$ cat src/rtl/ggcs_pkg.sv
// shared widths, constants and types of the geo grid cell store
package ggcs_pkg;

  localparam int unsigned CoordW    = 21;
  localparam int unsigned SpacingW  = 16;
  localparam int unsigned ValueW    = 32;
  localparam int unsigned CmdW      = 2;
  localparam int unsigned IndexW    = 16;
  localparam int unsigned CfgIdxW   = 3;
  localparam int unsigned CfgDataW  = 32;

  localparam int unsigned GridCells = 65536;
  localparam int unsigned GridAw    = $clog2(GridCells);

  localparam int unsigned LonW      = CoordW + 1;
  localparam int unsigned QuoW      = CoordW + 1;
  localparam int unsigned ProdW     = 2 * QuoW;

  localparam int unsigned DivNW     = CoordW + 2;
  localparam int unsigned DivDW     = SpacingW + 1;
  localparam int unsigned DivCntW   = $clog2(DivNW);

  localparam logic signed [LonW-1:0] WrapHalf = LonW'(180000);
  localparam logic signed [LonW-1:0] WrapFull = LonW'(360000);

  localparam logic [ValueW-1:0] EmptyReset = 32'h8000_0000;

  typedef struct packed {
    logic busy;
    logic done;
  } div_status_t;

endpackage

$ cat src/rtl/ggcs_div.sv
// iterative restoring divider, one quotient bit per cycle
module ggcs_div (
  input  logic                          clk_i,
  input  logic                          rst_ni,
  input  logic                          start_i,
  input  logic [ggcs_pkg::DivNW-1:0]    dividend_i,
  input  logic [ggcs_pkg::DivDW-1:0]    divisor_i,
  output ggcs_pkg::div_status_t         status_o,
  output logic [ggcs_pkg::DivNW-1:0]    quotient_o
);

  logic [ggcs_pkg::DivDW-1:0]   rem_q;
  logic [ggcs_pkg::DivDW-1:0]   divisor_q;
  logic [ggcs_pkg::DivNW-1:0]   quo_q;
  logic [ggcs_pkg::DivCntW-1:0] cnt_q;
  logic                         busy_q;
  logic                         done_q;

  logic [ggcs_pkg::DivDW:0]     trial;
  logic [ggcs_pkg::DivDW:0]     diff;
  logic                         fits;

  assign trial = {rem_q, quo_q[ggcs_pkg::DivNW-1]};
  assign diff  = trial - {1'b0, divisor_q};
  assign fits  = trial >= {1'b0, divisor_q};

  always_ff @(posedge clk_i or negedge rst_ni) begin
    if (!rst_ni) begin
      busy_q <= 1'b0;
      done_q <= 1'b0;
      cnt_q  <= '0;
    end else begin
      done_q <= 1'b0;
      if (start_i) begin
        busy_q <= 1'b1;
        cnt_q  <= ggcs_pkg::DivCntW'(ggcs_pkg::DivNW - 1);
      end else if (busy_q) begin
        if (cnt_q == '0) begin
          busy_q <= 1'b0;
          done_q <= 1'b1;
        end else begin
          cnt_q <= cnt_q - 1'b1;
        end
      end
    end
  end

  always_ff @(posedge clk_i) begin
    if (start_i) begin
      rem_q     <= '0;
      quo_q     <= dividend_i;
      divisor_q <= divisor_i;
    end else if (busy_q) begin
      rem_q <= fits ? diff[ggcs_pkg::DivDW-1:0] : trial[ggcs_pkg::DivDW-1:0];
      quo_q <= {quo_q[ggcs_pkg::DivNW-2:0], fits};
    end
  end

  assign status_o.busy = busy_q;
  assign status_o.done = done_q;
  assign quotient_o    = quo_q;

endmodule

$ cat config.mk
export PLATFORM = sky130hd
export DESIGN_NAME = ggcs_div
export DESIGN_NICKNAME = d
export VERILOG_FILES = /design/src/rtl/ggcs_pkg.sv /design/src/rtl/ggcs_div.sv
export SDC_FILE = /design/constraint.sdc
export NUM_CORES = 1
export LEC_CHECK = 0
export BUFFER_PORTS_ARGS = -buffer_cell sky130_fd_sc_hd__buf_2
export CORE_ASPECT_RATIO = 1.5
export CORE_MARGIN = 4
export CORE_UTILIZATION = 51
export CTS_BUF_LIST = sky130_fd_sc_hd__clkbuf_8
export DETAILED_ROUTE_END_ITERATION = 6
export GPL_TIMING_DRIVEN = 0
export PLACE_DENSITY_LB_ADDON = 0.1
export SLEW_MARGIN = 20
export SYNTH_ARGS = -nofsm -noshare
export SYNTH_HDL_FRONTEND = slang
export SYNTH_SLANG_ARGS = --single-unit
export TNS_END_PERCENT = 10
$ cat constraint.sdc
create_clock -name clk_i -period 7.25 [get_ports clk_i]
set_input_delay 0.3625 -clock clk_i [delete_from_list [all_inputs] [get_ports clk_i]]
set_output_delay 0.3625 -clock clk_i [all_outputs]
set_load 0.02 [all_outputs]
## Word-level counts from Yosys, hierarchy flattened

Index checks and enable logic that the tools add are counted.

| operators by class | value |
|---|---|
| equal/unequal tests | 1 |
| multiplexer cells | 12 |
| reductions and logical operators | 3 |
| order comparisons | 1 |
| add/sub/neg operators | 2 |

Operators with widths:

| kind | count |
|---|---|
| $mux 23 | 2 |
| $ge 18x17->1 | 1 |
| $mux 17 | 1 |
| $sub 17x17->17 | 1 |
| $mux 5 | 3 |
| $mux 1 | 6 |
| $logic_not 5->1 | 1 |
| $sub 5x1->5 const B | 1 |
| $ne 2x2->1 const B | 1 |
| $reduce_and 2->1 | 1 |
| $reduce_bool 2->1 | 1 |

| word-level totals | value |
|---|---|
| input bits | 43 |
| flip-flop bits (word level) | 64 |

## Depth between registers and ports, before layout

| logic depth | value |
|---|---|
| depth in word-level cells | 4 |
| mapped depth | 11 |
| gate-level depth less buffers | 10 |

## Worst setup path before layout

No wires, ideal clock.

| timing | value |
|---|---|
| path kind | register to register |
| start point | register quo_q (netlist bit quotient_o[22]) |
| end point | register rem_q[16] (netlist bit) |
| setup time | 0.125 ns |
| data arrival time | 2.445 ns |
| slack | 4.680 ns |
| stages on the path, launching flop included | 11 |
| cell sequence | edfxtp_1 -> inv_1 -> ha_1 -> inv_1 -> fa_1 -> a21o_1 -> a2111oi_0 -> nand3_1 -> a31oi_1 -> xor2_1 -> o21ai_0 |

| on the way | value |
|---|---|
| longest elaborated chain between the ends | 2 |

RTL lines:

| what | line | RTL |
|---|---|---|
| start, declared | ggcs_div.sv:14 | `logic [ggcs_pkg::DivNW-1:0] quo_q;` |
| start signal, assigned | ggcs_div.sv:51 | `quo_q <= dividend_i;` |
| start signal, assigned | ggcs_div.sv:55 | `quo_q <= {quo_q[ggcs_pkg::DivNW-2:0], fits};` |
| $sub 17x17->17 or $ge 18x17->1 (tied branches) | ggcs_div.sv:24, ggcs_div.sv:25 |  |
| $mux 17 * | ggcs_div.sv:54 | `rem_q <= fits ? diff[ggcs_pkg::DivDW-1:0] : trial[ggcs_pkg::DivDW-1:0];` |
| end signal, assigned | ggcs_div.sv:54 |  |
| end, declared | ggcs_div.sv:12 | `logic [ggcs_pkg::DivDW-1:0] rem_q;` |

Mark *: on every way between the ends. The rest lies on a longest branch, timed or not.
A chain may end at the register's enable or synchronous reset.

## Final worst setup path

| timing | value |
|---|---|
| start point | register quo_q (netlist bit quotient_o[22]) |
| end point | register rem_q[14] (netlist bit) |

The elaborated chain is that of the path after synthesis.

==> results.json <==
{
  "status": "finished, final reports clean",
  "setup_ws_ns": 4.25,
  "post-route-drc-count": 0,
  "die-area_sq_um": 8320,
  "p_leak_uw": 0.00185,
  "holdBufCountCts": 1,
  "cp_num_buf_inv": 2,
  "ys_types": 54,
  "io_buffers": 67,
  "grt_usage_pct": 20.1,
  "grt_max_degree": 24,
  "grt_overflow_total": 0,
  "finClkSkew_ns": 0.0102,
  "relSlewSlack_pct": 42.8,
  "synth_area_per_cell_sq_um": 11.0,
  "final_area_sq_um": 4180,
  "setup_viol": 0,
  "syn_area_sq_um": 3520,
  "gp_congestion": 0.854,
  "ys_warn_count": 0,
  "fin_crit_ns": 3.00,
  "cpPeakStageDelay_ns": 0.73,
  "first_iter_violations": 110,
  "end_kind": "flop",
  "cts_setup_buffers": 0,
  "rows": 36,
  "ir_worst_vdd_mv": 0.211,
  "layout_commonest_cell": "buf_2",
  "clkLatencyLatePin_ns": 0.34,
  "antennaDiodeCount": 0,
  "synthCells": 320,
  "vias": 2717,
  "io_pins": 68,
  "path_class": "reg -> reg",
  "hold_viol": 0,
  "synthFlopType": "edfxtp_1",
  "dp_cells": 463,
  "viasPerCell": 5.66,
  "die_w_microns": 75.8,
  "antenna_found_initial": 0,
  "cts_num_sinks": 64,
  "start_util_pct": 53.1,
  "h-tree-depth": 3,
  "syn-num-nets": 383,
  "stdcell_count": 480,
  "numCtsBuffers": 9,
  "synthToLayoutAreaGrowth_pct": 18.8,
  "cp-start-kind": "flop",
  "wl_microns": 7740,
  "fin_crit_sh_pct": 41.4,
  "cts_tree": "yes",
  "fin_nets": 462,
  "cts_resized": 0,
  "cp.arrival_ns": 3.23,
  "cp_slowest_cell": "a2111oi_0",
  "dp_hpwl_microns": 5760,
  "maxSlewViolCount": 0,
  "ys_ff_latch": 64,
  "postRouteAntennaNets": 0,
  "setup_tns_ns": 0,
  "fin_util_pct": 63.1,
  "final_cell_mix": "buf_2 (69), edfxtp_1 (40), inv_1 (28)",
  "max_freq_mhz": 333,
  "die_h_microns": 110,
  "path_cells": "inv_1, ha_1, inv_1, fa_1, a21o_1, a2111oi_0, nand3_1, a31oi_1, xnor2_1, o21ai_0",
  "grt_pass1_wl_microns": 12400,
  "drive_gt1_share_pct": 28.0,
  "rsz0062_at_grt": "false",
  "hp-class": "in -> reg",
  "drv_cap": 0,
  "ys_seq_area_share_pct": 48.8,
  "critPathTopFamily": "compound AO/OA/AOI/OAI gates",
  "cp.required_ns": 7.48,
  "root_buffer": "clkbuf_8",
  "pre_cts_ws_ns": 4.30,
  "crit_fanout": 4,
  "synth-edff-count": 40,
  "drt_pre_antenna_iters": 4,
  "worstMarginPinSlew_ns": 0.856,
  "synthArstFlopShare_pct": 10.9,
  "crit_top_cell": "inv_1",
  "clkTransAtPathRegs_ns": 0.07,
  "coreArea_sq_um": 6620,
  "p_per_area_nw_per_um2": 281,
  "clockBufferDepth": 2,
  "dpl_cell_area_sq_um": 3950,
  "grt_pass1_vias": 2687,
  "wl_per_cell_microns": 16.1
}
-- state kept, by name, summed over array words and instances (netlist names) --
signal      count
quotient_o     23
divisor_q      17
rem_q          17
cnt_q           5
busy_q          1
done_q          1
-- synth_stat cells, drive strengths merged (6+ instances only) --
master  number  share of area [%]
mux2        22                7.0
xnor2       11                2.7
a32oi        9                2.2
nand2       12                1.3
nand2b       9                1.6
edfxtp      40                 34
o21ai       17                2.4
nand3        7                1.0
dfxtp       17                9.7
dfrtp        7                5.0
a31oi        7                1.2
clkbuf       7               0.75
ha          19                6.8
nor2        19                2.0
a21oi       12                1.7
inv         28                3.0
buf          6               0.92
-- layer usage --
layer	GRT usage (%)	up-vias	routed length, microns
li1	-	1354	-
met1	23.8	1282	3240
met2	32.7	67	3930
met3	5.12	14	383
met4	10.4	0	187
met5	0	-	0
-- layout make-up --
class	instances	area (sq um)
fillers	553	2440
clock buffers	10	138
clock inverters	6	82.6
flip-flops and latches	64	1720
well taps	76	95.1
multi-input cells	215	1640
repair buffers	68	345
plain buffers	13	58.8
inverters	28	105
-- kinds of logic (layout without fill, tap and decap cells) --
kind of cell    Yosys count  count (layout)  share of synthesized area (%)
flops                    64              64                           48.8
mux                      27              27                           8.47
fa+ha+maj                20              20                           7.33
buf+inv                  41             125                           4.66
xor+xnor                 14              14                           3.49
simple gates             76              76                           11.9
compound gates           78              78                           15.4
-- path summary, 6_finish.rpt --
check,startpoint,endpoint,slack [ns],cells after the start
max,quotient_o[22],rem_q[14],4.25,10
min,divisor_i[11],divisor_q[11],0.19,1
max reg2reg,quotient_o[22],rem_q[14],4.25,10
min reg2reg,rem_q[1],rem_q[1],0.51,2
max in group asynchronous,rst_ni,cnt_q[4],6.70,2
min in group asynchronous,rst_ni,cnt_q[2],0.38,2
-- worst reg2reg max path: stages (launching register included) --
cell       delay, ns
edfxtp_1        0.41
inv_1           0.08
ha_1            0.15
inv_1           0.05
fa_1            0.44
a21o_1          0.24
a2111oi_0       0.73
nand3_1         0.27
a31oi_1         0.27
xnor2_1         0.15
o21ai_0         0.09
-- report_power, final --
group | internal, uW | total (uW) | leakage (uW) | switching [uW]
sequential | 438 | 470 | 0.000628 | 31.6
combinational | 156 | 363 | 0.00111 | 207
clock | 201 | 342 | 0.000114 | 141
total | 795 | 1170 | 0.00185 | 380
-- through the flow --
stage / power, uW / hold WS, ns
after floorplan: 740 / 0.0669
after global placement: 830 / 0.203
after detailed placement: 836 / 0.202
after CTS: 1180 / 0.167
after global routing: 1240 / 0.169
final: 1170 / 0.188
Power figures use the tool's default switching activity.
